**src/nct_pkg.sv**
```systemverilog
`default_nettype none

package nct_pkg;

   // Default table depth.
   localparam int NCT_ENTRIES = 16;

   // Field widths of one request and one response beat.
   localparam int NCT_FUNC_W   = 2;
   localparam int NCT_ADDR_W   = 64;
   localparam int NCT_IFACE_W  = 8;
   localparam int NCT_MAC_W    = 48;
   localparam int NCT_EXPIRY_W = 32;
   localparam int NCT_STATUS_W = 2;
   localparam int NCT_INDEX_W  = 4;

   // Stream data widths, padded to whole bytes.
   localparam int NCT_REQ_FIELDS_W = NCT_FUNC_W + 2 * NCT_ADDR_W + NCT_IFACE_W +
                                     NCT_MAC_W + NCT_EXPIRY_W;
   localparam int NCT_REQ_DATA_W   = ((NCT_REQ_FIELDS_W + 7) / 8) * 8;
   localparam int NCT_RSP_FIELDS_W = NCT_STATUS_W + NCT_INDEX_W;
   localparam int NCT_RSP_DATA_W   = ((NCT_RSP_FIELDS_W + 7) / 8) * 8;

   // Operation codes.
   localparam logic [NCT_FUNC_W-1:0] FUNC_LOOKUP = 2'd0;
   localparam logic [NCT_FUNC_W-1:0] FUNC_ADD    = 2'd1;
   localparam logic [NCT_FUNC_W-1:0] FUNC_REMOVE = 2'd2;

   typedef enum logic [NCT_STATUS_W-1:0] {
      ST_OK        = 2'd0,
      ST_NOT_FOUND = 2'd1,
      ST_FULL      = 2'd2
   } status_type;

   typedef enum logic [1:0] {
      CS_IDLE,
      CS_SCAN,
      CS_DRAIN,
      CS_COMMIT
   } ctrl_state_type;

   typedef struct packed {
      logic [NCT_ADDR_W-1:0]  addr_hi;
      logic [NCT_ADDR_W-1:0]  addr_lo;
      logic [NCT_IFACE_W-1:0] iface;
   } key_type;

   typedef struct packed {
      key_type                 key;
      logic [NCT_MAC_W-1:0]    mac;
      logic [NCT_EXPIRY_W-1:0] expiry;
   } entry_type;

   // Table access controls from the sequencer.
   typedef struct packed {
      logic rd_en;
      logic wr_en;
      logic set_valid;
      logic clr_valid;
   } tbl_cmd_type;

endpackage

`default_nettype wire

```
**src/nct_table.sv**
```systemverilog
`default_nettype none

module nct_table
   import nct_pkg::*;
#(
   parameter int ENTRIES = NCT_ENTRIES,
   parameter int IDX_W   = (ENTRIES > 1) ? $clog2(ENTRIES) : 1
) (
   input  wire logic             clock,
   input  wire logic             reset,
   input  wire tbl_cmd_type      cmd,
   input  wire logic [IDX_W-1:0] rd_idx,
   input  wire logic [IDX_W-1:0] wr_idx,
   input  wire entry_type        wr_entry,
   input  wire logic [IDX_W-1:0] vld_idx,
   output key_type               rd_key,
   output logic                  vld_bit
);

   // Entry storage: one synchronous memory, one read and one write port.
   entry_type              table_mem_ff [ENTRIES];
   key_type                rd_key_ff;
   logic [ENTRIES-1:0]     valid_ff;
   logic [ENTRIES-1:0]     valid_in;

   always_ff @(posedge clock) begin
      if (cmd.wr_en) begin
         table_mem_ff[wr_idx] <= wr_entry;
      end
      if (cmd.rd_en) begin
         rd_key_ff <= table_mem_ff[rd_idx].key;
      end
   end

   always_comb begin
      valid_in = valid_ff;
      if (cmd.set_valid) begin
         valid_in[wr_idx] = 1'b1;
      end else if (cmd.clr_valid) begin
         valid_in[wr_idx] = 1'b0;
      end
   end

   always_ff @(posedge clock) begin
      if (reset) begin
         valid_ff <= '0;
      end else begin
         valid_ff <= valid_in;
      end
   end

   assign rd_key  = rd_key_ff;
   assign vld_bit = valid_ff[vld_idx];

endmodule

`default_nettype wire

```
**src/nct_ctrl.sv**
```systemverilog
`default_nettype none

module nct_ctrl
   import nct_pkg::*;
#(
   parameter int ENTRIES = NCT_ENTRIES,
   parameter int IDX_W   = (ENTRIES > 1) ? $clog2(ENTRIES) : 1
) (
   input  wire logic                    clock,
   input  wire logic                    reset,
   input  wire logic                    start,
   input  wire logic [NCT_FUNC_W-1:0]   start_func,
   input  wire entry_type               start_entry,
   output logic                         ready,
   output tbl_cmd_type                  tbl_cmd,
   output logic [IDX_W-1:0]             rd_idx,
   output logic [IDX_W-1:0]             wr_idx,
   output entry_type                    wr_entry,
   output logic [IDX_W-1:0]             vld_idx,
   input  wire key_type                 rd_key,
   input  wire logic                    vld_bit,
   input  wire logic                    out_free,
   output logic                         done,
   output status_type                   done_status,
   output logic [NCT_INDEX_W-1:0]       done_index
);

   localparam logic [IDX_W-1:0] LAST_IDX = IDX_W'(ENTRIES - 1);

   ctrl_state_type          state_ff, state_in;
   logic [IDX_W-1:0]        rd_idx_ff, rd_idx_in;
   logic                    cmp_vld_ff, cmp_vld_in;
   logic [IDX_W-1:0]        cmp_idx_ff;
   logic                    hit_found_ff, hit_found_in;
   logic [IDX_W-1:0]        hit_idx_ff, hit_idx_in;
   logic                    free_found_ff, free_found_in;
   logic [IDX_W-1:0]        free_idx_ff, free_idx_in;
   logic [NCT_FUNC_W-1:0]   func_ff;
   entry_type               entry_ff;
   logic                    cmp_match;
   logic                    cmp_free;
   logic [IDX_W-1:0]        res_idx;

   // The compare stage sees the entry read in the previous cycle.
   assign cmp_match = cmp_vld_ff && vld_bit && (rd_key == entry_ff.key);
   assign cmp_free  = cmp_vld_ff && !vld_bit;

   always_comb begin
      state_in      = state_ff;
      rd_idx_in     = rd_idx_ff;
      cmp_vld_in    = 1'b0;
      hit_found_in  = hit_found_ff | cmp_match;
      hit_idx_in    = (!hit_found_ff && cmp_match) ? cmp_idx_ff : hit_idx_ff;
      free_found_in = free_found_ff | cmp_free;
      free_idx_in   = (!free_found_ff && cmp_free) ? cmp_idx_ff : free_idx_ff;
      ready         = 1'b0;
      tbl_cmd       = '0;
      done          = 1'b0;
      done_status   = ST_NOT_FOUND;
      res_idx       = '0;

      case (state_ff)
         CS_IDLE: begin
            ready = 1'b1;
            if (start) begin
               rd_idx_in     = '0;
               hit_found_in  = 1'b0;
               free_found_in = 1'b0;
               state_in      = CS_SCAN;
            end
         end
         CS_SCAN: begin
            tbl_cmd.rd_en = 1'b1;
            cmp_vld_in    = 1'b1;
            rd_idx_in     = IDX_W'(rd_idx_ff + 1'b1);
            if (rd_idx_ff == LAST_IDX) begin
               state_in = CS_DRAIN;
            end
         end
         CS_DRAIN: begin
            state_in = CS_COMMIT;
         end
         CS_COMMIT: begin
            if (out_free) begin
               done     = 1'b1;
               state_in = CS_IDLE;
               case (func_ff)
                  FUNC_LOOKUP: begin
                     if (hit_found_ff) begin
                        done_status = ST_OK;
                        res_idx     = hit_idx_ff;
                     end
                  end
                  FUNC_ADD: begin
                     if (hit_found_ff) begin
                        tbl_cmd.wr_en = 1'b1;
                        done_status   = ST_OK;
                        res_idx       = hit_idx_ff;
                     end else if (free_found_ff) begin
                        tbl_cmd.wr_en     = 1'b1;
                        tbl_cmd.set_valid = 1'b1;
                        done_status       = ST_OK;
                        res_idx           = free_idx_ff;
                     end else begin
                        done_status = ST_FULL;
                     end
                  end
                  FUNC_REMOVE: begin
                     if (hit_found_ff) begin
                        tbl_cmd.clr_valid = 1'b1;
                        done_status       = ST_OK;
                        res_idx           = hit_idx_ff;
                     end
                  end
                  default: begin
                     done_status = ST_NOT_FOUND;
                  end
               endcase
            end
         end
         default: begin
            state_in = CS_IDLE;
         end
      endcase
   end

   always_ff @(posedge clock) begin
      if (reset) begin
         state_ff   <= CS_IDLE;
         cmp_vld_ff <= 1'b0;
      end else begin
         state_ff   <= state_in;
         cmp_vld_ff <= cmp_vld_in;
      end
   end

   always_ff @(posedge clock) begin
      rd_idx_ff     <= rd_idx_in;
      cmp_idx_ff    <= rd_idx_ff;
      hit_found_ff  <= hit_found_in;
      hit_idx_ff    <= hit_idx_in;
      free_found_ff <= free_found_in;
      free_idx_ff   <= free_idx_in;
      if (start && ready) begin
         func_ff  <= start_func;
         entry_ff <= start_entry;
      end
   end

   // An update rewrites the whole entry; its key equals the stored one.
   assign rd_idx     = rd_idx_ff;
   assign wr_idx     = hit_found_ff ? hit_idx_ff : free_idx_ff;
   assign wr_entry   = entry_ff;
   assign vld_idx    = cmp_idx_ff;
   assign done_index = NCT_INDEX_W'(res_idx);

endmodule

`default_nettype wire

```
**src/neighbor_cache_table_core.sv**
```systemverilog
// Neighbor cache table: a fixed table of ENTRIES neighbor entries keyed by a
// 128-bit IPv6 address plus an interface number, each holding a MAC address
// and an expiry value. A request beat on the req_ channel carries a lookup,
// an add-or-update or a remove; every request produces exactly one response
// beat on the rsp_ channel with a status (ok, not found, table full) and the
// entry index that matched or was written, zero when the status is not ok.
// The entries live in one synchronous memory. The sequencer reads one entry
// per cycle, compares its key and tracks both the lowest matching entry and
// the lowest free entry, then commits at most one table change in the commit state.
// After a request beat is accepted the sequencer scans every entry, lets the
// last compare finish in a drain state and commits; the response is then
// registered. A new request is accepted only after the previous one commits,
// so the scan through the memory read port sets the request rate.
// The response sits in an output register, so the next request is accepted
// while a response still waits; if the receiver stalls, the following
// request finishes its scan and holds in the commit cycle until the output
// register frees. Reset clears all valid bits and the control state; the
// table contents are left as they are and are never used while invalid.
`default_nettype none

module neighbor_cache_table_core
   import nct_pkg::*;
#(
   parameter int ENTRIES = NCT_ENTRIES
) (
   input  wire logic                      clock,
   input  wire logic                      reset,
   input  wire logic                      req_tvalid,
   output logic                           req_tready,
   // func[1:0], addr_hi[65:2], addr_lo[129:66], iface[137:130],
   // mac[185:138], expiry[217:186], zero pad above
   input  wire logic [NCT_REQ_DATA_W-1:0] req_tdata,
   output logic                           rsp_tvalid,
   input  wire logic                      rsp_tready,
   // status[1:0], index[5:2], zero pad above
   output logic [NCT_RSP_DATA_W-1:0]      rsp_tdata
);

   localparam int IDX_W = (ENTRIES > 1) ? $clog2(ENTRIES) : 1;

   logic                      req_accept;
   logic [NCT_FUNC_W-1:0]     req_func;
   entry_type                 req_entry;
   logic                      ctrl_ready;
   tbl_cmd_type               tbl_cmd;
   logic [IDX_W-1:0]          rd_idx;
   logic [IDX_W-1:0]          wr_idx;
   logic [IDX_W-1:0]          vld_idx;
   entry_type                 wr_entry;
   key_type                   rd_key;
   logic                      vld_bit;
   logic                      out_free;
   logic                      done;
   status_type                done_status;
   logic [NCT_INDEX_W-1:0]    done_index;

   logic                      rsp_valid_ff, rsp_valid_in;
   logic [NCT_STATUS_W-1:0]   rsp_status_ff;
   logic [NCT_INDEX_W-1:0]    rsp_index_ff;

   // Unpack the request beat.
   assign req_func          = req_tdata[1:0];
   assign req_entry.key.addr_hi = req_tdata[65:2];
   assign req_entry.key.addr_lo = req_tdata[129:66];
   assign req_entry.key.iface   = req_tdata[137:130];
   assign req_entry.mac     = req_tdata[185:138];
   assign req_entry.expiry  = req_tdata[217:186];

   assign req_tready = ctrl_ready;
   assign req_accept = req_tvalid && ctrl_ready;

   nct_ctrl #(
      .ENTRIES (ENTRIES),
      .IDX_W   (IDX_W)
   ) u_ctrl (
      .clock       (clock),
      .reset       (reset),
      .start       (req_accept),
      .start_func  (req_func),
      .start_entry (req_entry),
      .ready       (ctrl_ready),
      .tbl_cmd     (tbl_cmd),
      .rd_idx      (rd_idx),
      .wr_idx      (wr_idx),
      .wr_entry    (wr_entry),
      .vld_idx     (vld_idx),
      .rd_key      (rd_key),
      .vld_bit     (vld_bit),
      .out_free    (out_free),
      .done        (done),
      .done_status (done_status),
      .done_index  (done_index)
   );

   nct_table #(
      .ENTRIES (ENTRIES),
      .IDX_W   (IDX_W)
   ) u_table (
      .clock    (clock),
      .reset    (reset),
      .cmd      (tbl_cmd),
      .rd_idx   (rd_idx),
      .wr_idx   (wr_idx),
      .wr_entry (wr_entry),
      .vld_idx  (vld_idx),
      .rd_key   (rd_key),
      .vld_bit  (vld_bit)
   );

   // Output register: it is free when empty or when its beat leaves now.
   assign out_free = !rsp_valid_ff || rsp_tready;

   always_comb begin
      rsp_valid_in = rsp_valid_ff;
      if (done) begin
         rsp_valid_in = 1'b1;
      end else if (rsp_tready) begin
         rsp_valid_in = 1'b0;
      end
   end

   always_ff @(posedge clock) begin
      if (reset) begin
         rsp_valid_ff <= 1'b0;
      end else begin
         rsp_valid_ff <= rsp_valid_in;
      end
   end

   always_ff @(posedge clock) begin
      if (done) begin
         rsp_status_ff <= done_status;
         rsp_index_ff  <= done_index;
      end
   end

   assign rsp_tvalid = rsp_valid_ff;
   assign rsp_tdata  = {{(NCT_RSP_DATA_W - NCT_RSP_FIELDS_W){1'b0}},
                        rsp_index_ff, rsp_status_ff};

endmodule

`default_nettype wire
```
**config.mk**
```make
export PLATFORM = sky130hd
export DESIGN_NAME = neighbor_cache_table_core
export DESIGN_NICKNAME = d
export VERILOG_FILES = /design/src/nct_pkg.sv /design/src/nct_table.sv /design/src/nct_ctrl.sv /design/src/neighbor_cache_table_core.sv
export SDC_FILE = /design/constraint.sdc
export NUM_CORES = 2
export LEC_CHECK = 0
export BUFFER_PORTS_ARGS = -buffer_cell sky130_fd_sc_hd__buf_2
export CAP_MARGIN = 40
export CORE_AREA = 2 2 435 437
export CTS_CLUSTER_DIAMETER = 80
export DETAILED_ROUTE_END_ITERATION = 8
export DIE_AREA = 0 0 437 439
export PLACE_DENSITY = 0.68
export RECOVER_POWER = 25
export SYNTH_ARGS = -nofsm -noshare
export SYNTH_HDL_FRONTEND = slang
export SYNTH_SLANG_ARGS = --single-unit
```
**constraint.sdc**
```tcl
create_clock -name clock -period 10 [get_ports clock]
set_input_delay 1 -clock clock [delete_from_list [all_inputs] [get_ports clock]]
set_output_delay 1 -clock clock [all_outputs]
set_load 0.02 [all_outputs]
```
## Word level (Yosys, flattened, before mapping)

Memories as Yosys holds them, arrays and structs flattened. A register that Yosys moved wholly into a read port is not among the register bits.
Cells that the tools add are included.

| storage, ports and cells | value |
|---|---|
| bits of input ports | 228 |
| RAM bits | 3456 |
| word-level logic and storage cells | 101 |
| memories kept | 1 |
| register bits | 262 |

Memory list:

| name | depth | width | rd ports | clocked after memory_dff | write ports | line | source |
|---|---|---|---|---|---|---|---|
| u_table.table_mem_ff | 16 | 216 | 1 | 1 | 1 | nct_table.sv:21 | `entry_type table_mem_ff [ENTRIES];` |

| operators by class | value |
|---|---|
| bitwise gates (word level) | 5 |
| muxes and demuxes | 41 |
| reduce and logical (&&, ||, !) cells | 22 |
| equality and inequality tests | 10 |
| magnitude comparators | 3 |
| add/subtract/negate cells | 1 |

Operator list:

| kind | number |
|---|---|
| $eq A136 B136 Y1 | 1 |
| $mux W16 | 2 |
| $mux W4 | 5 |
| $mux W1 | 19 |
| $and A16 B16 Y16 | 1 |
| $not A16 Y16 | 1 |
| $or A16 B16 Y16 | 1 |
| $pmux W4 S2 | 2 |
| $mux W2 | 7 |
| $lt A4 B5 Y1 const B | 2 |
| $logic_and A1 B1 Y1 | 8 |
| $pmux W2 S4 | 1 |
| $eq A2 B2 Y1 const B | 3 |
| $mux W3 | 2 |
| $reduce_bool A2 Y1 | 3 |
| $add A4 B1 Y4 const B | 1 |
| $bmux W1 S4 | 1 |
| $demux W1 S4 | 1 |
| $eq A2 B1 Y1 const B | 2 |
| $eq A4 B4 Y1 const B | 1 |
| $ge A4 B1 Y1 const B | 1 |
| $logic_not A1 Y1 | 4 |
| $logic_not A2 Y1 | 2 |
| $ne A2 B1 Y1 const B | 2 |
| 7 further kinds | 9 |

## Longest topological paths before layout

| depth | value |
|---|---|
| depth in word-level cells | 9 |
| mapped depth | 8 |
| gate-level depth less buffers | 6 |

## Hierarchy

A second synthesis with hierarchy kept.

| unflattened totals | value |
|---|---|
| cells, all modules | 4245 |
| area, all modules | 96045.9 um^2 |

Modules (own cells, without submodules):

| module | cells each | instances | area each (um^2) |
|---|---|---|---|
| nct_table | 3689 | 1 | 86568.0 |
| nct_ctrl | 542 | 1 | 9226.3 |
| neighbor_cache_table_core | 14 | 1 | 251.5 |

## Worst setup path after synthesis

OpenSTA, ideal clock, no wires.

| timing path | value |
|---|---|
| path kind | input to register |
| start point | in rsp_tready |
| end point | mem u_table.table_mem_ff[9][100] (netlist name) (enable) |
| stages | 6 |
| setup slack | 1.887 ns |
| path buffers | 1 |
| arrival | 7.479 ns |
| setup time | 0.634 ns |
| cells stage by stage | nand2b_1 nand2_1 inv_1 nand2_1 clkbuf_1 nor2_1 |

| on the way | value |
|---|---|
| cells in the longest elaborated chain, start to end | 5 |

RTL lines:

| what | line | source |
|---|---|---|
| start, declared | neighbor_cache_table_core.sv:34 | `input wire logic rsp_tready,` |
| $logic_or A1 B1 Y1 | neighbor_cache_table_core.sv:111 | `assign out_free = !rsp_valid_ff \|\| rsp_tready;` |
| $mux W3 | nct_ctrl.sv:84 | `if (out_free) begin` |
| $mux W3 | nct_ctrl.sv:62 | `case (state_ff)` |
| $mux W1 | nct_table.sv:27 | `if (cmd.wr_en) begin` |
| $mux W1 (not written as such) | nct_table.sv:28 | `table_mem_ff[wr_idx] <= wr_entry;` |
| end, declared | nct_table.sv:21 |  |

No other way between the ends.

## Worst setup path in the final report

| timing path | value |
|---|---|
| start point | reg u_ctrl.entry_ff, in the netlist u_ctrl.wr_entry[104] |
| end point | reg u_ctrl.hit_idx_ff[0] (enable) |

| on the way | value |
|---|---|
| cells in the longest elaborated chain, start to end | 3 |

RTL lines:

| what | line | source |
|---|---|---|
| start, declared | nct_ctrl.sv:39 | `entry_type entry_ff;` |
| start signal, assigned | nct_ctrl.sv:146 | `entry_ff <= start_entry;` |
| $eq A136 B136 Y1 | nct_ctrl.sv:45 | `assign cmp_match = cmp_vld_ff && vld_bit && (rd_key == entry_ff.key);` |
| $logic_and A1 B1 Y1 | nct_ctrl.sv:45 |  |
| $logic_and A1 B1 Y1 | nct_ctrl.sv:53 | `hit_idx_in = (!hit_found_ff && cmp_match) ? cmp_idx_ff : hit_idx_ff;` |
| end signal, assigned | nct_ctrl.sv:141 | `hit_idx_ff <= hit_idx_in;` |
| end, declared | nct_ctrl.sv:35 | `logic [IDX_W-1:0] hit_idx_ff, hit_idx_in;` |

No other way between the ends.
A chain may end at the register's enable or synchronous reset.

==> results.txt <==
----------------------------------------------------
[Min path]
  Worst Hold Class ... primary input to flop
  Number of cells traversed by the worst hold path ... 1

[Logic synthesis]
  Adder-cell share of the synthesized area ... 0.000671
  Syn. warnings ... 0
  Top-area cell type share of the netlist area ... 0.795
  Fraction of registers with async set/reset ... 0
  Number of flops mapped to enable cells by yosys ... 2468
  Sequential-to-total area share from yosys stat ... 0.801
  Area fraction in compound gates after synthesis ... 0.00495
  Most used standard cells in the synthesized netlist ... 2468 x sky130_fd_sc_hd__edfxtp_1, 682 x sky130_fd_sc_hd__mux4_2, 109 x sky130_fd_sc_hd__xnor2_1, 79 x sky130_fd_sc_hd__clkbuf_1, 60 x sky130_fd_sc_hd__buf_2
  Xor and xnor area share after synthesis ... 0.0109
  Simple-gate portion of the synthesized area ... 0.00843
  Syn Inst Count ... 3714
  Main combinational cell family by area after synthesis ... multiplexers
  Count of unique library cells instantiated by Yosys ... 44
  Main flop type after synthesis ... sky130_fd_sc_hd__edfxtp_1
  Number of synthesized register bits ... roughly 2.5k
  Dominant cell by count in the synthesized netlist ... sky130_fd_sc_hd__edfxtp_1
  Summed instance area of the synthesized netlist ... 0.0932 mm2
  Post-synthesis mux area share ... 0.166
  Cell type with the highest aggregate area in the netlist ... sky130_fd_sc_hd__edfxtp_1
  Post-Syn Area per Cell ... ~25 um2
  Leading cell types by total area after synthesis ... sky130_fd_sc_hd__edfxtp_1 80%, sky130_fd_sc_hd__mux4_2 16%, sky130_fd_sc_hd__xnor2_1 1.0%

[Clock tree]
  Cts repair resizes ... 0
  Latest clock arrival within the worst-skew pair ... 0.87 ns
  Clock-pin transition on the worst setup and hold timing paths ... 0.06 ns
  TritonCTS clock tree ... yes
  Clock tree root driver cell ... sky130_fd_sc_hd__clkbuf_16
  Clock sink count ... 2494
  Post-CTS setup repair buffer count ... 0
  Number of buffers between clock root and the deepest sink ... 3
  CTS H-tree lvls ... 4
  Count of hold-fix buffers inserted at cts ... 0
  Total clock buffers created by CTS ... about 230

[Timing]
  Upper clock frequency limit ... 239 MHz
  Slew margin rel. ... 0.288
  Post-route minimum period ... 4.19 ns
  Fin. max-slew vios ... 0
  Setup TNS ... 0 ns
  Tcrit/Tclk final ... 0.419
  RSZ-0062 raised after global routing ... false
  Hold Vio Cnt, Final ... 0
  Worst-margin pin slew ... about 1.1 ns
  Worst clock skew on the final layout ... 0.0429 ns
  Total of endpoints with negative setup slack in the final report ... 0

[Power]
  Pwr per Cell Area ... 269 mW/mm2
  Leakage power figure ... 32.1 nW
  Largest voltage drop on the vdd net ... 283 uV

[Floorplan]
  Die width ... around 440 um
  Top-level I/O count ... 238
  Height of the chip ... around 440 um
  Die area ... 0.192 mm2
  Starting density of the core ... 0.498
  Cell Rows ... 159
  Core outline area ... ~0.19 mm2

[GRT]
  Global-route wire length before repair ... 300000 um
  Largest net degree at the start of global routing ... 147
  Total overflow reported by the global router ... 0
  Number of global-route vias before repair ... a little over 40k
  Antenna violations before repair ... 15
  Global router's overall resource usage ... 0.220

[Setup path]
  Worst setup path endpoint ... u_ctrl.hit_idx_ff[0]
  Kind of end point of the critical path ... flop
  Worst R2R Start ... u_ctrl.wr_entry[104]
  Startpoint kind of the worst setup timing path ... flop
  Crit Path Max Fanout ... 17
  Class of the most critical setup path ... flop to flop
  First element of the critical path ... u_ctrl.wr_entry[104]
  Crit Reg-Reg Endpoint ... u_ctrl.hit_idx_ff[0]
  Sequence of cells on the critical path ... xnor2_1 -> nand4_1 -> nor4_1 -> clkdlybuf4s15_2 -> nand4_1 -> or4_1 -> nor2_1
  Peak per-stage delay on the critical path ... 0.70 ns
  Standard cell with the maximum stage delay on the critical path ... sky130_fd_sc_hd__xnor2_1
  Worst reg-to-reg path cell count ... 7
  Critical path data arrival time ... 4.72 ns
  Data required time at the worst endpoint ... between 10 and 15 ns
  Worst-case register-to-register setup slack ... 5.81 ns
  Most common cell on crit path ... sky130_fd_sc_hd__nand4_1

[Placed design]
  Dpl cell area ... approximately 0.1 mm2
  Post-detailed-placement half-perimeter wirelength ... 107000 um
  Number of buffers added on ports ... 149
  GPL Wtd Cong ... 0.753

[Route]
  DR vias ... 41.0k
  Routed length on met2 ... 105000 um
  Wirelength, routed ... 211000 um
  Highest signal layer in the routed design ... met5
  Post-detailed-route wirelength per cell ... 31.3 um
  DR DRC count ... 0
  Vias/cell ... 6.10
  Metal1 wirelength ... 86100 um
  Number of nets with antenna violations after routing ... 0
  Initial drt markers ... 5225
  Number of iterations in the first detailed-routing pass ... 5
  Total length of routed met3 wires ... 15400 um

[Final layout]
  Fill count ... 13.4k
  Final-stage net count ... 4267
  Area grow syn2layout ... 12.9%
  Fraction of final layout cells with drive strength greater than 1 ... 0.282
  Post-route cell area ... 0.105 mm2

[Outcome]
  Outcome ... finished clean

[Flow run]
  Max-cap viol count ... 0

----------------------------------------------------
report_power, final:
group	switching (mW)	total (mW)	internal, mW
Clock	3.80	8.62	4.82
Combinational	3.07	6.20	3.13
Sequential	0.736	13.5	12.7
registers in the layout (all words and copies together), names as in the netlist, named ones only:
register / cells
u_ctrl.rd_idx: 4
u_ctrl.wr_entry: 136
u_ctrl.state_ff: 2
u_ctrl.hit_found_ff: 1
u_ctrl.func_ff: 2
rsp_index_ff: 4
rsp_status_ff: 2
u_table.table_mem_ff: 2176
u_ctrl.free_found_ff: 1
u_ctrl.free_idx_ff: 4
u_ctrl.hit_idx_ff: 4
rsp_tvalid: 1
u_table.rd_key: 136
u_ctrl.vld_idx: 4
u_ctrl.cmp_vld_ff: 1
stage by stage:
| step | power (mW) | util | worst slack [ns] | hold WS, ns | std cells |
|---|---|---|---|---|---|
| 6_report | 28.3 | 0.563 | 5.81 | 0.302 | 6728 |
| 2_1_floorplan | 18.0 | - | 1.89 | 0.346 | 3715 |
| 5_1_grt | 29.3 | 0.563 | 5.69 | 0.267 | 6726 |
| 3_3_place_gp | 19.8 | 0.520 | 5.03 | 0.459 | 6265 |
| 4_1_cts | 28.6 | 0.563 | 5.75 | 0.227 | 6725 |
| 3_5_place_dp | 20.0 | 0.524 | 5.67 | 0.469 | 6292 |
area by class of cell:
type,instances,area (um2),area share
Sequential cell,2494,74600,0.709
Multi-Input combinational cell,1030,17900,0.170
Clock buffer,283,6080,0.0578
Tap cell,2495,3120,0.0297
Timing Repair Buffer,246,2020,0.0192
Clock inverter,150,1390,0.0132
Inverter,28,105,0.000998
Antenna cell,2,5.00,0.0000475
worst max-delay path, delay by kind of cell, from the launching register on:
family,cells,cell delay (ns)
xor+xnor,1,0.70
buf+inv,1,0.32
flops,1,0.61
simple gates,5,2.22
layout by cell type, fill, tap and decap left out, drive strengths merged, types with 8 or more instances in the layout:
master,count
edfxtp,2468
mux4,684
clkbuf,366
buf,162
clkinv,121
xnor2,109
inv,34
nor2,31
nand4,30
dfxtp,26
nand2,24
nand3,24
a21oi,21
bufinv,19
o21ai,19
nor4,13
nor2b,12
nand2b,8
worst min-delay path by stage:
stage,from,to,slack (ns)
floorplan,u_ctrl.rd_idx[2],u_ctrl.vld_idx[2],0.35
detailed placement,flop,flop,0.47
global placement,u_ctrl.rd_idx[0],u_ctrl.vld_idx[0],0.46
finish,req_tdata[129],u_ctrl.wr_entry[151],0.30
CTS,req_tdata[129],u_ctrl.wr_entry[151],0.23
global route,req_tdata[133],u_ctrl.wr_entry[83],0.27
kinds of logic (layout without fill, tap and decap cells):
family,Yosys count,after routing
multiplexers,688,688
other,1,4
AND/OR/NAND/NOR,150,150
flip-flops,2494,2494
buffers and inverters,191,707
AO/OA/AOI/OAI,69,69
adder cells (fa/ha/maj),5,5
XOR/XNOR,116,116
layer usage:
| layer | global-route usage | up-vias |
|---|---|---|
| met2 | 0.356 | 1761 |
| li1 | - | 16700 |
| met1 | 0.319 | 22300 |
| met5 | 0 | - |
| met4 | 0.0528 | 4 |
| met3 | 0.0327 | 286 |
Power figures use the tool's default switching activity.
